===== src/rtl/ftoi_pkg.sv =====
// ftoi_pkg: request/response types and mode codes for the float to integer converter.
// No dependencies.
package ftoi_pkg;

   typedef enum logic [1:0] {
      MODE_BYTE   = 2'd0,
      MODE_SSHORT = 2'd1,
      MODE_USHORT = 2'd2,
      MODE_NONE   = 2'd3
   } mode_type;

   localparam logic CSR_OUT_MODE     = 1'b0;
   localparam logic CSR_SIGNED_BYTES = 1'b1;

   typedef struct packed {
      logic [31:0] sample_bits;
      logic        last_in_line;
   } req_type;

   typedef struct packed {
      logic [15:0] converted;
      logic        clipped;
      logic        last_out;
   } rsp_type;

endpackage


===== src/rtl/float_to_int_saturating_convert.sv =====
// float_to_int_saturating_convert: float32 sample to saturated 8/16-bit integer.
// Depends on ftoi_pkg.
//
//   channel | ports                          | handshake
//   req     | req_start, req_busy, req_data  | accepted when start and !busy
//   rsp     | rsp_strobe, rsp_data           | one cycle, no backpressure
//   csr     | csr_valid, csr_ready, csr_index, csr_data | valid and ready
//
// One request per cycle. The result passes through the input register, then the result
// register, before it sits on the rsp ports.
// busy is held low, so there are no stalls.
// Synchronous active-high reset clears valid flags and the csr registers.
module float_to_int_saturating_convert (
   input  logic               clock,
   input  logic               reset,
   input  logic               req_start,
   output logic               req_busy,
   input  ftoi_pkg::req_type  req_data,
   output logic               rsp_strobe,
   output ftoi_pkg::rsp_type  rsp_data,
   input  logic               csr_valid,
   output logic               csr_ready,
   input  logic               csr_index,
   input  logic [1:0]         csr_data
);
   import ftoi_pkg::*;

   mode_type mode_ff;
   logic     sbytes_ff;
   logic     vin_ff, vout_ff;
   req_type  req_ff;
   rsp_type  rsp_ff, rsp_in;

   assign req_busy  = 1'b0;
   assign csr_ready = 1'b1;

   // config registers
   always_ff @(posedge clock) begin
      if (reset) begin
         mode_ff   <= MODE_BYTE;
         sbytes_ff <= 1'b0;
      end else if (csr_valid) begin
         if (csr_index == CSR_OUT_MODE) mode_ff <= mode_type'(csr_data);
         else sbytes_ff <= csr_data[0];
      end
   end

   // datapath: floor(2x) as magnitude + fraction, then offset, halve, clamp
   logic        neg, frac, big, nan, inf, sbyte;
   logic [7:0]  ex;
   logic [23:0] m;
   logic [40:0] sh_full;
   logic [17:0] mag;     // floor(2|x|) when not big
   logic signed [20:0] t, v, lo, hi;
   logic [8:0]  sh;
   logic [4:0]  k;
   logic [23:0] mask;

   always_comb begin
      ex    = req_ff.sample_bits[30:23];
      neg   = req_ff.sample_bits[31];
      m     = {ex != 8'd0, req_ff.sample_bits[22:0]};
      nan   = (ex == 8'hFF) && (req_ff.sample_bits[22:0] != 23'd0);
      inf   = (ex == 8'hFF) && !nan;
      sbyte = (mode_ff == MODE_BYTE) && sbytes_ff;
      sh    = {1'b0, (ex == 8'd0) ? 8'd1 : ex};
      frac  = 1'b0;
      sh_full = '0;
      k     = '0;
      mask  = '0;
      if (sh >= 9'd149) begin
         sh_full = {17'd0, m} << (sh - 9'd149);
      end else if (sh <= 9'd124) begin
         frac = m != 24'd0;
      end else begin
         k       = 5'(9'd149 - sh);
         sh_full = {17'd0, m >> k};
         mask    = (24'd1 << k) - 24'd1;
         frac    = (m & mask) != 24'd0;
      end
      // anything past 18 bits lies far outside every output range
      big   = (sh > 9'd165) || (sh_full[40:18] != 23'd0);
      mag   = sh_full[17:0];
      if (big) t = neg ? -21'sd131072 * 2 : 21'sd262143;
      else if (neg) t = -$signed({3'b0, mag}) - (frac ? 21'sd1 : 21'sd0);
      else t = $signed({3'b0, mag});
      t = sbyte ? t - 21'sd255 : t + 21'sd1;
      v = t >>> 1;
      unique case (mode_ff)
         MODE_BYTE:   begin lo = sbyte ? -21'sd128 : 21'sd0; hi = sbyte ? 21'sd127 : 21'sd255; end
         MODE_SSHORT: begin lo = -21'sd32768; hi = 21'sd32767; end
         default:     begin lo = 21'sd0; hi = 21'sd65535; end
      endcase
      rsp_in.last_out = req_ff.last_in_line;
      rsp_in.clipped  = 1'b0;
      if (inf) begin
         v = neg ? lo : hi;
         rsp_in.clipped = 1'b1;
      end else if (v < lo) begin
         v = lo; rsp_in.clipped = 1'b1;
      end else if (v > hi) begin
         v = hi; rsp_in.clipped = 1'b1;
      end
      rsp_in.converted = (mode_ff == MODE_BYTE) ? {8'd0, v[7:0]} : v[15:0];
      if (mode_ff == MODE_NONE) begin
         rsp_in.converted = '0; rsp_in.clipped = 1'b0;
      end else if (nan) begin
         rsp_in.converted = '0; rsp_in.clipped = 1'b1;
      end
   end

   // input and result registers
   always_ff @(posedge clock) begin
      if (reset) begin
         vin_ff  <= 1'b0;
         vout_ff <= 1'b0;
      end else begin
         vin_ff  <= req_start;
         vout_ff <= vin_ff;
      end
      if (req_start) req_ff <= req_data;
      rsp_ff <= rsp_in;
   end

   assign rsp_strobe = vout_ff;
   assign rsp_data   = rsp_ff;

   a_lat: assert property (@(posedge clock) disable iff (reset)
      req_start |=> ##1 rsp_strobe) else $error("result missing");
   a_none: assert property (@(posedge clock) disable iff (reset)
      rsp_strobe && mode_ff == MODE_NONE && $past(mode_ff) == MODE_NONE
      |-> !rsp_data.clipped) else $error("unused mode clipped");
   a_byte: assert property (@(posedge clock) disable iff (reset)
      rsp_strobe && mode_ff == MODE_BYTE && $past(mode_ff) == MODE_BYTE
      |-> rsp_data.converted[15:8] == 8'd0) else $error("byte high bits");
endmodule


===== config.mk =====
export PLATFORM = sky130hd
export DESIGN_NAME = float_to_int_saturating_convert
export DESIGN_NICKNAME = d
export VERILOG_FILES = /design/src/rtl/ftoi_pkg.sv /design/src/rtl/float_to_int_saturating_convert.sv
export SDC_FILE = /design/constraint.sdc
export NUM_CORES = 1
export LEC_CHECK = 0
export BUFFER_PORTS_ARGS = -buffer_cell sky130_fd_sc_hd__buf_2
export CAP_MARGIN = 20
export CORE_UTILIZATION = 55
export DETAILED_ROUTE_END_ITERATION = 8
export PLACE_DENSITY = 0.74
export SLEW_MARGIN = 5
export SYNTH_ARGS = -nofsm -noshare
export SYNTH_HDL_FRONTEND = slang
export SYNTH_SLANG_ARGS = --single-unit

===== constraint.sdc =====
create_clock -name clock -period 10.7 [get_ports clock]
set_clock_uncertainty 0.15 [all_clocks]
set_input_delay 0 -clock clock [delete_from_list [all_inputs] [get_ports clock]]
set_output_delay 0 -clock clock [all_outputs]
set_load 0.03 [all_outputs]

-- Word level (Yosys, flattened, before mapping)
Index checks and enable logic that the tools add are counted.
- add/subtract/negate cells: 7
- reductions and logical operators: 16
- bitwise gates (word level): 2
- $lt $le $gt $ge: 5
- $mul: 0
- shifts and indexed selects: 3
- muxes and demuxes: 22
- div/mod/pow operators: 0
- equality and inequality tests: 3
- operators with widths (cell ; count):
    two-way mux 21 bit ; 5
    two-way mux 16 bit ; 4
    nonzero test 24 bit ; 2
    nonzero test 23 bit ; 2
    case mux 21 bit (2 select lines) ; 1
    two-way mux 41 bit ; 1
    << shifter 24 x 9 -> 41 bit ; 1
    case mux 16 bit (2 select lines) ; 1
    bitwise AND 24 bit ; 1
    two-way mux 24 bit ; 1
    << shifter 1 x 5 -> 24 bit, first input constant ; 1
    right shift 24 x 5 -> 24 bit ; 1
    subtractor 24 x 1 -> 24 bit, second input constant ; 1
    adder 21 x 2 -> 21 bit, second input constant ; 1
    less-than comparator 20 x 21 -> 1 bit ; 1
    negator 18 -> 21 bit ; 1
    subtractor 21 x 2 -> 21 bit ; 1
    subtractor 21 x 9 -> 21 bit, second input constant ; 1
    > comparator 20 x 17 -> 1 bit ; 1
    two-way mux 8 bit ; 2
    subtractor 8 x 8 -> 9 bit, second input constant ; 1
    equality test 8 bit, second input constant ; 1
    greater-or-equal comparator 8 bit, second input constant ; 1
    > comparator 8 bit, second input constant ; 1
    other kinds (15) ; 24
- bits in latches: 0
- memories kept: 0
- bits in writable memories: 0
- register bits after elaboration: 56
- memory bits (read-only): 0

-- Depth between registers and ports, before layout
Gate-level depths: netlist (run 1).
- depth after elaboration: 20
- depth in mapped cells: 57
- gate-level depth less buffers: 50

-- Worst setup path after synthesis (run 1)
Ideal clock, no wire load.
- path type: register to register
- from: reg req_ff (netlist bit ex[1])
- to: reg rsp_ff (netlist bit rsp_data[2])
- buffers on the path: 10
- arrival: 9.294 ns
- stages on the path, launching flop included: 58
- path slack: 1.181 ns
- library setup time: 0.075 ns
- cells stage by stage: edfxtp_1 buf_6 buf_6 clkinv_1 clkbuf_1 ha_1 clkbuf_1 clkbuf_1 nor2_1 nand3_1 ha_1 clkbuf_1 o21ai_0 clkbuf_1 nand3_1 o21ai_0 nand2_1 o21ai_0 [... 22 more ...] o21ai_0 nand2b_1 xnor2_1 o22ai_1 ha_1 clkbuf_1 nand3_1 a2111oi_2 o31ai_1 and3_1 or2_2 ha_1 nand2b_1 and2_1 clkbuf_1 clkbuf_1 o211ai_1 a21oi_1
- longest elaborated chain between the ends: 19
- elaborated cells on any way between the ends: 39
- those cells by class: add/sub: 7; order compare: 5; eq/ne: 1; shift: 3; mux: 12; bitwise: 1; reduce/logical: 10
- ends and longest elaborated chain (element ; RTL line ; text):
    start, declared ; float_to_int_saturating_convert.sv:31 ; req_type req_ff;
    start signal, assigned ; float_to_int_saturating_convert.sv:121 ; if (req_start) req_ff <= req_data;
    logical NOT 8 bit ; float_to_int_saturating_convert.sv:66 ; sh = {1'b0, (ex == 8'd0) ? 8'd1 : ex};
    two-way mux 8 bit ; float_to_int_saturating_convert.sv:66 ;
    subtractor 5 bit ; float_to_int_saturating_convert.sv:76 ; k = 5'(9'd149 - sh);
    << shifter 1 x 5 -> 24 bit ; float_to_int_saturating_convert.sv:78 ; mask = (24'd1 << k) - 24'd1;
    subtractor 24 x 1 -> 24 bit ; float_to_int_saturating_convert.sv:78 ;
    bitwise AND 24 bit ; float_to_int_saturating_convert.sv:79 ; frac = (m & mask) != 24'd0;
    nonzero test 24 bit ; float_to_int_saturating_convert.sv:79 ;
    two-way mux 1 bit ; float_to_int_saturating_convert.sv:73 ; end else if (sh <= 9'd124) begin
    [... 3 more ...] ; n/a ;
    two-way mux 21 bit ; float_to_int_saturating_convert.sv:85 ; else if (neg) t = -$signed({3'b0, mag}) - (frac ? 21'sd1 : 21'sd0);
    two-way mux 21 bit ; float_to_int_saturating_convert.sv:84 ; if (big) t = neg ? -21'sd131072 * 2 : 21'sd262143;
    adder 21 x 2 -> 21 bit or subtractor 21 x 9 -> 21 bit (tied branches) ; float_to_int_saturating_convert.sv:87 ; t = sbyte ? t - 21'sd255 : t + 21'sd1;
    two-way mux 21 bit ; float_to_int_saturating_convert.sv:87 ;
    > comparator 20 x 17 -> 1 bit ; float_to_int_saturating_convert.sv:101 ; end else if (v > hi) begin
    two-way mux 16 bit ; float_to_int_saturating_convert.sv:101 ;
    two-way mux 16 bit ; float_to_int_saturating_convert.sv:99 ; end else if (v < lo) begin
    two-way mux 16 bit ; float_to_int_saturating_convert.sv:96 ; if (inf) begin
    end signal, assigned ; float_to_int_saturating_convert.sv:122 ; rsp_ff <= rsp_in;
    end, declared ; float_to_int_saturating_convert.sv:32 ; rsp_type rsp_ff, rsp_in;
Several ways; a longest one is shown, not always the timed one.
A chain may end at the register's enable or synchronous reset.

-- Final worst setup path (run 1)
- from: reg req_ff (netlist bit ex[4])
- to: reg rsp_ff (netlist bit rsp_data[9])
Same word-level chain as after synthesis.

==> results.txt, run 1 <==
The flow ran to the end, and the final reports show no timing, DRC or antenna violations. The via count of the first global-routing pass is 9,482. The reg-to-reg critical path startpoint is ex[4].

The stage delay of the slowest cell on the critical path is 0.86 ns. Among all stages on the critical path, the largest delay is contributed by sky130_fd_sc_hd__or4_1. Measured along the y axis, the die boundary spans about 130 µm.

The cell area after synthesis came out at between 9000 and 10,000 µm². The element type at the critical path end is a register. The worst hold path belongs to the class in -> reg. The detailed-route wire length per cell is ~25 µm.

Of all flip-flops after synthesis, the portion carrying an async set or reset was 0%. The critical path in this run is classified as reg -> reg. The clock insertion delay at the later pin of the skew report is 0.31 ns. Yosys attributes the largest share of cell area to sky130_fd_sc_hd__edfxtp_1 (11%), sky130_fd_sc_hd__ha_1 (7.5%), sky130_fd_sc_hd__a21oi_1 (5.9%), sky130_fd_sc_hd__dfxtp_1 (5.1%), sky130_fd_sc_hd__nand2_1 (4.5%). The post-route setup TNS is 0 ns. The largest buffer count on any clock path is 2.

The total nets after synthesis is 1,316. The commonest cells after synthesis are sky130_fd_sc_hd__nand2_1 (109), sky130_fd_sc_hd__a21oi_1 (106), sky130_fd_sc_hd__nor2_1 (94), sky130_fd_sc_hd__o21ai_0 (71), sky130_fd_sc_hd__clkbuf_1 (60). The initial cell density of the core is 56.6%. The final hold violation count came out at 0. The critical path startpoint category is a register. Using the TritonRoute via totals, the vias-per-cell ratio works out to 7.20.

Summed over all layers, the global routing overflow is 0. In the routed design, unresolved DRC markers number 0. The area added between synthesis and finish is 9.52%. Among all cell types in the netlist, the one instantiated most often is sky130_fd_sc_hd__nand2_1. The endpoint required time on the critical path came out at roughly 11 ns. The number of nets at the end of the flow came out at 1,357. Entering global routing, the biggest net connects 41 pins. The largest area contributor in the synthesized netlist is sky130_fd_sc_hd__edfxtp_1. The reg-to-reg setup timing slack is 0.53 ns.

TritonCTS built the clock tree. Summing over every cut layer, the via total after detailed routing is 10.6k. The final core utilization came out at 62.0%. The max-slew headroom at the worst pin came out at 31.6%.

The root buffer cell chosen for the clock tree is sky130_fd_sc_hd__clkbuf_16. In this run the critical register-to-register path is captured at rsp_data[9]. Yosys mapped a number of flops with a built-in enable equal to 33.

The worst-case IR drop observed on VDD is 0.125 mV. The cell count after synthesis is 1,222. In this run the worst path has a maximum fanout of 16. The final estimated routing congestion in global placement is about 1.1. In the final layout, the share of cells above drive strength 1 is 13.2%. In this run the standard cell core region covers ~16,000 µm². The full die area is 17,000 µm².

The register cell area after layout came out at ~1500 µm². The average instance area after synthesis is 7.41 µm². The count of antenna-violating nets left after detailed routing is 0. The level count of the clock H-tree is 2. The iteration-0 DRC count of the detailed router is 1,753. The clock-pin slew reported for the worst setup and hold paths after clock tree synthesis is 0.07 ns. The register area share after synthesis is 16.0%. Setup violations remaining at the end of the flow were counted as 0. The worst hold path depth came out at 1. The number of clock buffers added by TritonCTS is 5. The fraction of post-synthesis cell area in the top cell type by area is 10.9%. The TritonCTS sink count came out at 56. The number of antenna diodes is 0. Tracing the worst setup path back leads to its startpoint at ex[4]. Setup repair after global routing left no endpoint under its margin. The most critical setup path has its endpoint at rsp_data[9].

During synthesis, Yosys emitted a total of 0 warnings. The wire length of the first global-routing pass came out at ~55,000 µm. The most used flip-flop cell after synthesis is sky130_fd_sc_hd__edfxtp_1. The number of rows created at floorplan came out at 46. The most frequent cell on the critical path is sky130_fd_sc_hd__a21oi_1. The multi-input logic area is 6860 µm². The tool flagged a number of max-cap violations equal to 0. The depth of the most critical reg-to-reg path is 38.

In this run the static leakage power is 3.89 nW. The count of buffers from port buffering came out at between 50 and 60. The post-synthesis cell type count came out at 106. The number of antenna violations at the first check in global routing was 0.

The flip-flop and latch count after synthesis is 56. The time the worst path needs with I/O delays and setup came out at ~10 ns. The total count of max-transition violations in the final report is 0.

The transition time of the tightest slew-check pin is 1.00 ns. The floorplan step set the die width to 130 µm. Detailed placement ended at an HPWL of 27,400 µm.

In the finished design, the share of the clock period the worst path needs comes to 95.0%. The global-route usage over all layers came out at between 40 and 50%. The total iterations of the first detailed-routing run is 6. The data arrival time of the worst path came out at 10.24 ns. The power per unit of standard cell area came out at roughly 170 nW/µm². Based on the critical path, the design can be clocked at up to 0.0984 GHz. The count of pins on the block boundary came out at 61. The total routed wirelength is 36,300 µm. The count of fill cells added during filler insertion came out at between 1.5k and 2k.
power by group:
group / switching, W / total [W] / internal, W
clock network: 0.0000842 / 0.000172 / 0.0000878
registers: 0.0000458 / 0.000314 / 0.000268
logic: 0.000741 / 0.00118 / 0.000442
flip-flops by register name (all words and copies together) (netlist names):
name,flops
vin_ff,1
mode_ff,2
sbytes_ff,1
rsp_data,18
ex,8
m,23
rsp_strobe,1
req_ff,1
neg,1
worst min path at each step:
stage,from,to,slack [ns]
2_1_floorplan,reset,sbytes_ff,-0.08
3_3_place_gp,req_data[13],m[12],0.03
3_5_place_dp,req_data[23],m[22],0.03
4_1_cts,req_start,ex[6],0.16
5_1_grt,req_start,ex[6],0.19
6_report,req_start,neg,0.14
worst max-delay path: cells and delay by family (launching register included):
family          cells  cell delay, ns
flops               1            0.56
simple gates       11            3.53
compound gates     20            4.14
fa+ha+maj           3            1.10
buf+inv             3            0.43
xor+xnor            1            0.16
layout make-up:
type / count / share of cell area (%)
Clock buffer: 5 / 1.26
Clock inverter: 3 / 0.227
Inverter: 49 / 1.86
Multi-Input combinational cell: 1012 / 69.2
Sequential cell: 56 / 14.6
Tap cell: 216 / 2.73
Timing Repair Buffer: 139 / 10.0
cell usage in the layout, fill, tap and decap left out, types with 17 or more instances in the layout:
cell	count
sky130_fd_sc_hd__nand2_1	109
sky130_fd_sc_hd__a21oi_1	106
sky130_fd_sc_hd__nor2_1	93
sky130_fd_sc_hd__o21ai_0	71
sky130_fd_sc_hd__buf_2	58
sky130_fd_sc_hd__ha_1	54
sky130_fd_sc_hd__inv_1	46
sky130_fd_sc_hd__buf_4	42
sky130_fd_sc_hd__dlygate4sd3_1	39
sky130_fd_sc_hd__nand3_1	38
sky130_fd_sc_hd__nor3_1	34
sky130_fd_sc_hd__edfxtp_1	33
sky130_fd_sc_hd__o211ai_1	31
sky130_fd_sc_hd__mux2i_1	28
sky130_fd_sc_hd__xnor2_1	27
sky130_fd_sc_hd__o22ai_1	25
sky130_fd_sc_hd__dfxtp_1	23
sky130_fd_sc_hd__nand2b_1	22
sky130_fd_sc_hd__a211oi_1	21
sky130_fd_sc_hd__a31oi_1	19
sky130_fd_sc_hd__nor2b_1	17
routing by layer:
layer / share of wire (%) / track usage, % / vias up / wire length [µm]
li1: - / - / 4757 / -
met1: 42 / 60.8 / 4919 / 15300
met2: 39 / 60.2 / 847 / 14300
met3: 14 / 12.7 / 126 / 5100
met4: 4.4 / 18.1 / 0 / 1590
met5: 0 / 0 / - / 0
metrics by stage:
step	instances	hold slack [ns]	total power (W)	setup WS [ns]	instance area, µm²
5_1_grt	1480	0.187	0.00177	0.00501	9910
2_1_floorplan	1222	-0.0809	0.00115	1.18	9050
3_3_place_gp	1433	0.0263	0.00143	0.826	9370
4_1_cts	1480	0.160	0.00163	0.635	9910
3_5_place_dp	1433	0.0281	0.00144	0.716	9370
6_report	1480	0.143	0.00167	0.533	9910
cell families (layout without fill, tap and decap cells):
family	Yosys count	in the layout	share of synthesized area, %
other cells	2	2	0.0830
fa+ha+maj	54	54	7.46
buf+inv	154	196	8.16
compound gates	465	465	36.5
simple gates	409	409	22.7
xor+xnor	39	39	3.77
mux	43	43	5.34
flops	56	56	16.0
repair_timing:
action | CTS | global route
resized for setup | 0 | 1
setup buffers | 0 | 0
setup endpoints to repair | 0 | 17
hold buffers | 39 | 0
hold endpoints to repair | 38 | 0
Note: power is estimated with default switching activity, not from simulation.
==> inputs of run 2 (changes only) <==
Settings changed: PLACE_DENSITY 0.74 to 0.71.
==> results.txt, run 2 (same netlist as run 1, synthesis figures left out) <==
The residual overflow from global routing came out at 0 (unchanged). The level count of the clock H-tree came out at 2 (unchanged). The element type at the critical path end is a register. The number of flip-flops under the largest register name came to 23 (unchanged). The share of the clock period used by the worst path is 91.7% (-3.3 points).

The global-route usage over all layers came out at 41.3% (-1.8 points). Setup repair after global routing left no endpoint under its margin. The final estimated routing congestion in global placement came to 0.984 (-7.3%). The number of violations of the max-capacitance limit is 0 (unchanged).

The wire length of the first global-routing pass was 53,800 µm (-2.1%). The floorplan die width is 130 µm (unchanged). The largest fanout of any net on the critical path came to 19 (+3). The die span in y came out at 130 µm (unchanged).

The TritonCTS sink count is 56 (unchanged). The full die area is 17,000 µm² (unchanged). The pre-CTS setup slack is 0.969 ns (+0.253 ns). The critical path startpoint category is a register. The data arrival time of the worst path is 9.84 ns (-0.40 ns).

The time the worst path needs with I/O delays and setup came to 9.82 ns (-0.351 ns). The clock-pin slew reported for the worst setup and hold paths after clock tree synthesis is 0.09 ns (+0.02 ns). The slowest stage of the critical path belongs to the cell sky130_fd_sc_hd__edfxtp_1. The post-route setup TNS came out at 0 ns (unchanged). The via density per instance is 7.20 (+0.12%). The number of antenna violations at the first check in global routing came to 0 (unchanged). The DRC violation count after routing came to 0 (unchanged). The total leakage power came out at 3.87 nW (-0.53%). The total count of max-transition violations in the final report is 0 (unchanged).

The largest voltage drop on the vdd net came out at 0.133 mV (+6.7%). The number of rows created at floorplan came out at 46 (unchanged). The total iterations of the first detailed-routing run came out at 8 (+2). The max-slew headroom at the worst pin came to 20.6% (-11 points). The clock insertion delay at the later pin of the skew report came out at 0.31 ns (about the same). The stage delay of the slowest cell on the critical path is 0.50 ns (-0.36 ns).

Compared with the post-synthesis result, the final layout area differs by 9.25%. The count of fill cells added during filler insertion came out at 1,521 (-0.13%). The share of final-layout standard cells stronger than drive strength 1 came to 12.9% (-0.33 points).

The area of the placeable core was 16,000 µm² (unchanged). The endpoint required time on the critical path is 10.73 ns (-0.04 ns). The clock buffer count from CTS was 5 (unchanged). The number of antenna diodes came to 0 (unchanged). The detailed-route wire length per cell came out at 23.5 µm (-4.2%).

The critical path in this run is classified as reg -> reg. The count of pins on the block boundary came out at 61 (unchanged). The iteration-0 DRC count of the detailed router is 1,508 (-14%). The count of buffers from port buffering came to 58 (unchanged).

The total routed wirelength came out at 34,700 µm (-4.6%). The cell chosen for the clock root is sky130_fd_sc_hd__clkbuf_16. The top cell types in the final layout, fill and taps aside, are sky130_fd_sc_hd__nand2_1 (109), sky130_fd_sc_hd__a21oi_1 (105), sky130_fd_sc_hd__nor2_1 (93).

The power per unit of standard cell area is 169 nW/µm² (+0.10%). The largest buffer count on any clock path is 2 (unchanged). The leading cell type in the layout, fill and taps excluded is sky130_fd_sc_hd__nand2_1.

The transition time of the tightest slew-check pin came out at 1.18 ns (+0.176 ns). The run finished with clean final reports. The count of antenna-violating nets left after detailed routing is 0 (unchanged).

The sum of buffers and inverters on the critical path was 4 (+1). The pin count of the biggest net entering global routing came out at 70 (+71%). The path class of the tightest hold or removal check is in -> reg. The fmax is 0.102 GHz (+3.6%).

The family with the most delay on the worst path is compound AO/OA/AOI/OAI gates. The estimated wirelength of the detail-placed design came out at 25,000 µm (-8.9%). The via count of the first global-routing pass came out at 9,445 (-0.39%). The final hold violation count came out at 0 (unchanged). The final worst setup slack came out at 0.884 ns (+0.351 ns). The number of nets at the end of the flow is 1,351 (-0.44%). The final setup violation count was 0 (unchanged). TritonCTS built the clock tree. The total number of vias came out at 10.6k (-0.28%). The initial cell density of the core was 56.6% (unchanged).
==> run 2: cell types whose count changed in the layout (fill, tap and decap cells not counted), sizes merged <==
cell    previous run  this run
buf              100        94
clkinv             4         3
inv               47        48
==> run 2: cell type report <==
class	instances	area, µm²	area share, %
clock buffers	5	125	1.27
clock inverters	3	25.0	0.253
inverters	49	184	1.86
multi-input cells	1012	6870	69.5
flip-flops and latches	56	1450	14.7
well taps	216	270	2.73
repair buffers	133	963	9.74
==> run 2: timing repair <==
item / CTS / global route
resized for setup: 0 / 2
endpoints found under the hold margin: 38 / 0
hold buffers: 39 / 0
setup endpoints to repair: 0 / 17
buffers inserted: 0 / 0
==> run 2: where the power goes <==
group | internal (W) | switching [W] | leakage (nW)
Sequential | 0.000268 | 0.0000428 | 0.514
Combinational | 0.000450 | 0.000726 | 3.28
Clock | 0.0000892 | 0.0000898 | 0.0723
Total | 0.000807 | 0.000859 | 3.87
==> run 2: per-stage QoR <==
step	hold WS (ns)	instances	total power, W	cell area, µm²	util [%]
3_3_place_gp	0.0262	1427	0.00142	9340	58.4
5_1_grt	0.205	1474	0.00177	9890	61.8
4_1_cts	0.162	1474	0.00162	9880	61.8
3_5_place_dp	0.0281	1427	0.00143	9340	58.4
6_report	0.165	1474	0.00167	9890	61.8
2_1_floorplan	-0.0809	1222	0.00115	9050	-
==> run 2: worst reg2reg max path: cells and delay by family, from the launching register on <==
| kind | cells | cell delay (ns) |
|---|---|---|
| AO/OA/AOI/OAI | 25 | 4.84 |
| XOR/XNOR | 3 | 0.44 |
| adder cells (fa/ha/maj) | 7 | 1.98 |
| buffers and inverters | 4 | 0.66 |
| flip-flops | 1 | 0.50 |
| AND/OR/NAND/NOR | 7 | 1.10 |
==> run 2: path summary, 6_finish.rpt <==
| kind | from | to | slack, ns | cells after the start |
|---|---|---|---|---|
| max reg2reg | ex[1] | rsp_data[9] | 0.88 | 46 |
| max | ex[1] | rsp_data[9] | 0.88 | 46 |
| min | req_start | neg | 0.17 | 1 |
| min reg2reg | req_ff[0] | rsp_data[0] | 0.20 | 0 |
==> run 2: routing by layer <==
metal  track usage [%]  vias up  part of all wire (%)
met5                 0        -                     0
met2              59.1      803                    40
met4              15.5        0                   3.9
li1                  -     4739                     -
met1              59.6     4935                    43
met3              9.51      142                    13
==> inputs of run 3 (changes only) <==
Settings changed: CORE_MARGIN set to 8.
Clock period 10.7 ns to 11 ns, I/O delays scaled along.
==> results.txt, run 3 (same netlist as run 1, synthesis figures left out) <==
The share of the clock period used by the worst path is 91.4% (-0.35 points). TritonCTS built the clock tree. The area of the placeable core came out at 16,300 µm² (+2.2%). The largest fanout of any net on the critical path is 16 (-3). The data arrival time of the worst path is 10.12 ns (+0.28 ns). The number of antenna violations at the first check in global routing came to 0 (unchanged). The final estimated routing congestion in global placement is 1.05 (+6.3%). The via count of the first global-routing pass was 9,219 (-2.4%).

The final hold violation count is 0 (unchanged). The clock insertion delay at the later pin of the skew report is 0.30 ns (about the same). On the critical path the largest part of the delay comes from compound AO/OA/AOI/OAI gates. The fraction of power spent switching nets is 52.0% (+0.46 points).

The largest buffer count on any clock path is 2 (unchanged). The cell with the largest stage delay on the worst path is sky130_fd_sc_hd__edfxtp_1. The number of antenna diodes is 0 (unchanged).

The count of buffers from port buffering is 58 (unchanged). The number of flip-flops under the largest register name was 23 (unchanged). The library cell used most frequently in the layout, excluding fill and tap cells, is sky130_fd_sc_hd__nand2_1. The power per unit of standard cell area is 163 nW/µm² (-3.1%).

The type of the worst setup path is reg -> reg. The largest voltage drop on the vdd net is 0.135 mV (+1.2%). The sum of buffers and inverters on the critical path is 3 (-1). The run finished with clean final reports.

The full die area is 20,800 µm² (+23%). The post-route setup TNS is 0 ns (unchanged). The total number of vias is 10.4k (-2.0%). The detailed-route wire length per cell is 24.2 µm (+2.8%).

The time the worst path needs with I/O delays and setup came out at 10.05 ns (+0.237 ns). The total routed wirelength came out at 35,600 µm (+2.9%). The worst setup path is captured at a register. The sequential cell fraction of total power is 19.0% (+0.3 points). The clock-pin slew reported for the worst setup and hold paths after clock tree synthesis is 0.08 ns (about the same).

The number of violations of the max-capacitance limit came out at 0 (unchanged). The TritonCTS sink count came out at 56 (unchanged). Clock tree synthesis selected as its root buffer the cell sky130_fd_sc_hd__clkbuf_16. The number of rows created at floorplan came to 47 (+2.2%). The min-delay analysis places its worst path in the category in -> reg. The residual overflow from global routing is 0 (unchanged). The final worst setup slack came to 0.947 ns (+0.0632 ns). The initial cell density of the core is 55.4% (-1.2 points). The pre-CTS setup slack is 0.845 ns (-0.124 ns). The transition time of the tightest slew-check pin came out at 1.02 ns (-0.153 ns). The stage delay of the slowest cell on the critical path came out at 0.61 ns (+0.11 ns).

The DRC violation count after routing came to 0 (unchanged). The wire length of the first global-routing pass is 54,500 µm (+1.3%). The final setup violation count came out at 0 (unchanged). The clock buffer count from CTS is 5 (unchanged). The iteration-0 DRC count of the detailed router is 1,692 (+12%). The cell-internal power is 0.000772 W (-4.4%).

The net switching power was 0.000837 W (-2.6%). The total count of max-transition violations in the final report is 0 (unchanged). The total leakage power is 3.85 nW (-0.58%). The pin count of the biggest net entering global routing came out at 63 (-10%). In the layout the commonest cells are sky130_fd_sc_hd__nand2_1 (109), sky130_fd_sc_hd__a21oi_1 (105), sky130_fd_sc_hd__nor2_1 (94). The fraction of power consumed by combinational cells is 70.5% (about the same).

The total iterations of the first detailed-routing run is 6 (-2). The portion of total power attributed to the clock network was 10.5% (-0.2 points). The estimated wirelength of the detail-placed design came to 26,500 µm (+6.2%). The count of fill cells added during filler insertion is 1,577 (+3.7%). The max-slew headroom at the worst pin is 31.8% (+11 points). Setup repair after global routing left no endpoint under its margin.

The fmax came out at 0.0995 GHz (-2.4%). The die span in y is 144 µm (+11%). The count of antenna-violating nets left after detailed routing is 0 (unchanged). The number of nets at the end of the flow came to 1,348 (-0.22%).

The area added between synthesis and finish is 8.90%. The endpoint required time on the critical path is 11.07 ns (+0.34 ns). The via density per instance is 7.05 (-2.1%).

The global-route usage over all layers is 33.8% (-7.5 points). The level count of the clock H-tree was 2 (unchanged). The count of pins on the block boundary is 61 (unchanged). The worst setup path is launched from a register.

The share of final-layout standard cells stronger than drive strength 1 is 12.5% (-0.37 points). The floorplan die width came out at 144 µm (+11%).
-- run 3: cell type report --
cell class	count	area, µm²	area share, %
multi-input cells	1012	6870	69.6
repair buffers	130	931	9.44
flip-flops and latches	56	1450	14.7
inverters	49	184	1.87
clock buffers	5	125	1.27
well taps	220	275	2.79
clock inverters	3	25.0	0.254
-- run 3: final timing paths --
path / cells after the start / start / slack, ns / to
max reg2reg: 47 / ex[2] / 0.95 / rsp_data[9]
max: 47 / ex[2] / 0.95 / rsp_data[9]
min reg2reg: 0 / req_ff[0] / 0.20 / rsp_data[0]
min: 4 / csr_valid / 0.07 / mode_ff[0]
-- run 3: worst min-delay path, cell delays in order --
cell and delay [ns]:
sky130_fd_sc_hd__buf_2 0.12, sky130_fd_sc_hd__nor2b_1 0.16, sky130_fd_sc_hd__mux2i_1 0.12, sky130_fd_sc_hd__nor2_1 0.07
-- run 3: routing by layer --
layer	part of all wire (%)	GRT usage (%)
met4	4.5	13.9
met2	40	46.5
met1	43	48.6
met5	0	0
met3	13	8.68
-- run 3: power groups by stage --
stage               Sequential [W]  Combinational, W  Clock, W
floorplan                 0.000328          0.000793         0
global placement          0.000308           0.00108         0
detailed placement        0.000308           0.00108         0
CTS                       0.000303           0.00110  0.000172
global route              0.000308           0.00122  0.000179
finish                    0.000306           0.00113  0.000170
-- run 3: metrics by stage --
stage               utilization [%]  area, µm²  power, W  hold WS [ns]  cells
floorplan                         -       9050   0.00112       -0.0809   1222
global placement               56.8       9290   0.00138        0.0262   1425
detailed placement             56.8       9290   0.00139        0.0281   1425
CTS                            60.2       9840   0.00157        0.0451   1473
global route                   60.3       9860   0.00171        0.0976   1475
finish                         60.3       9860   0.00161        0.0701   1475
-- run 3: timing repair --
action | 4_1_cts | 5_1_grt
hold buffers | 40 | 0
setup endpoints to repair | 0 | 17
resized for setup | 0 | 1
endpoints found under the hold margin | 38 | 0
setup buffers | 0 | 2
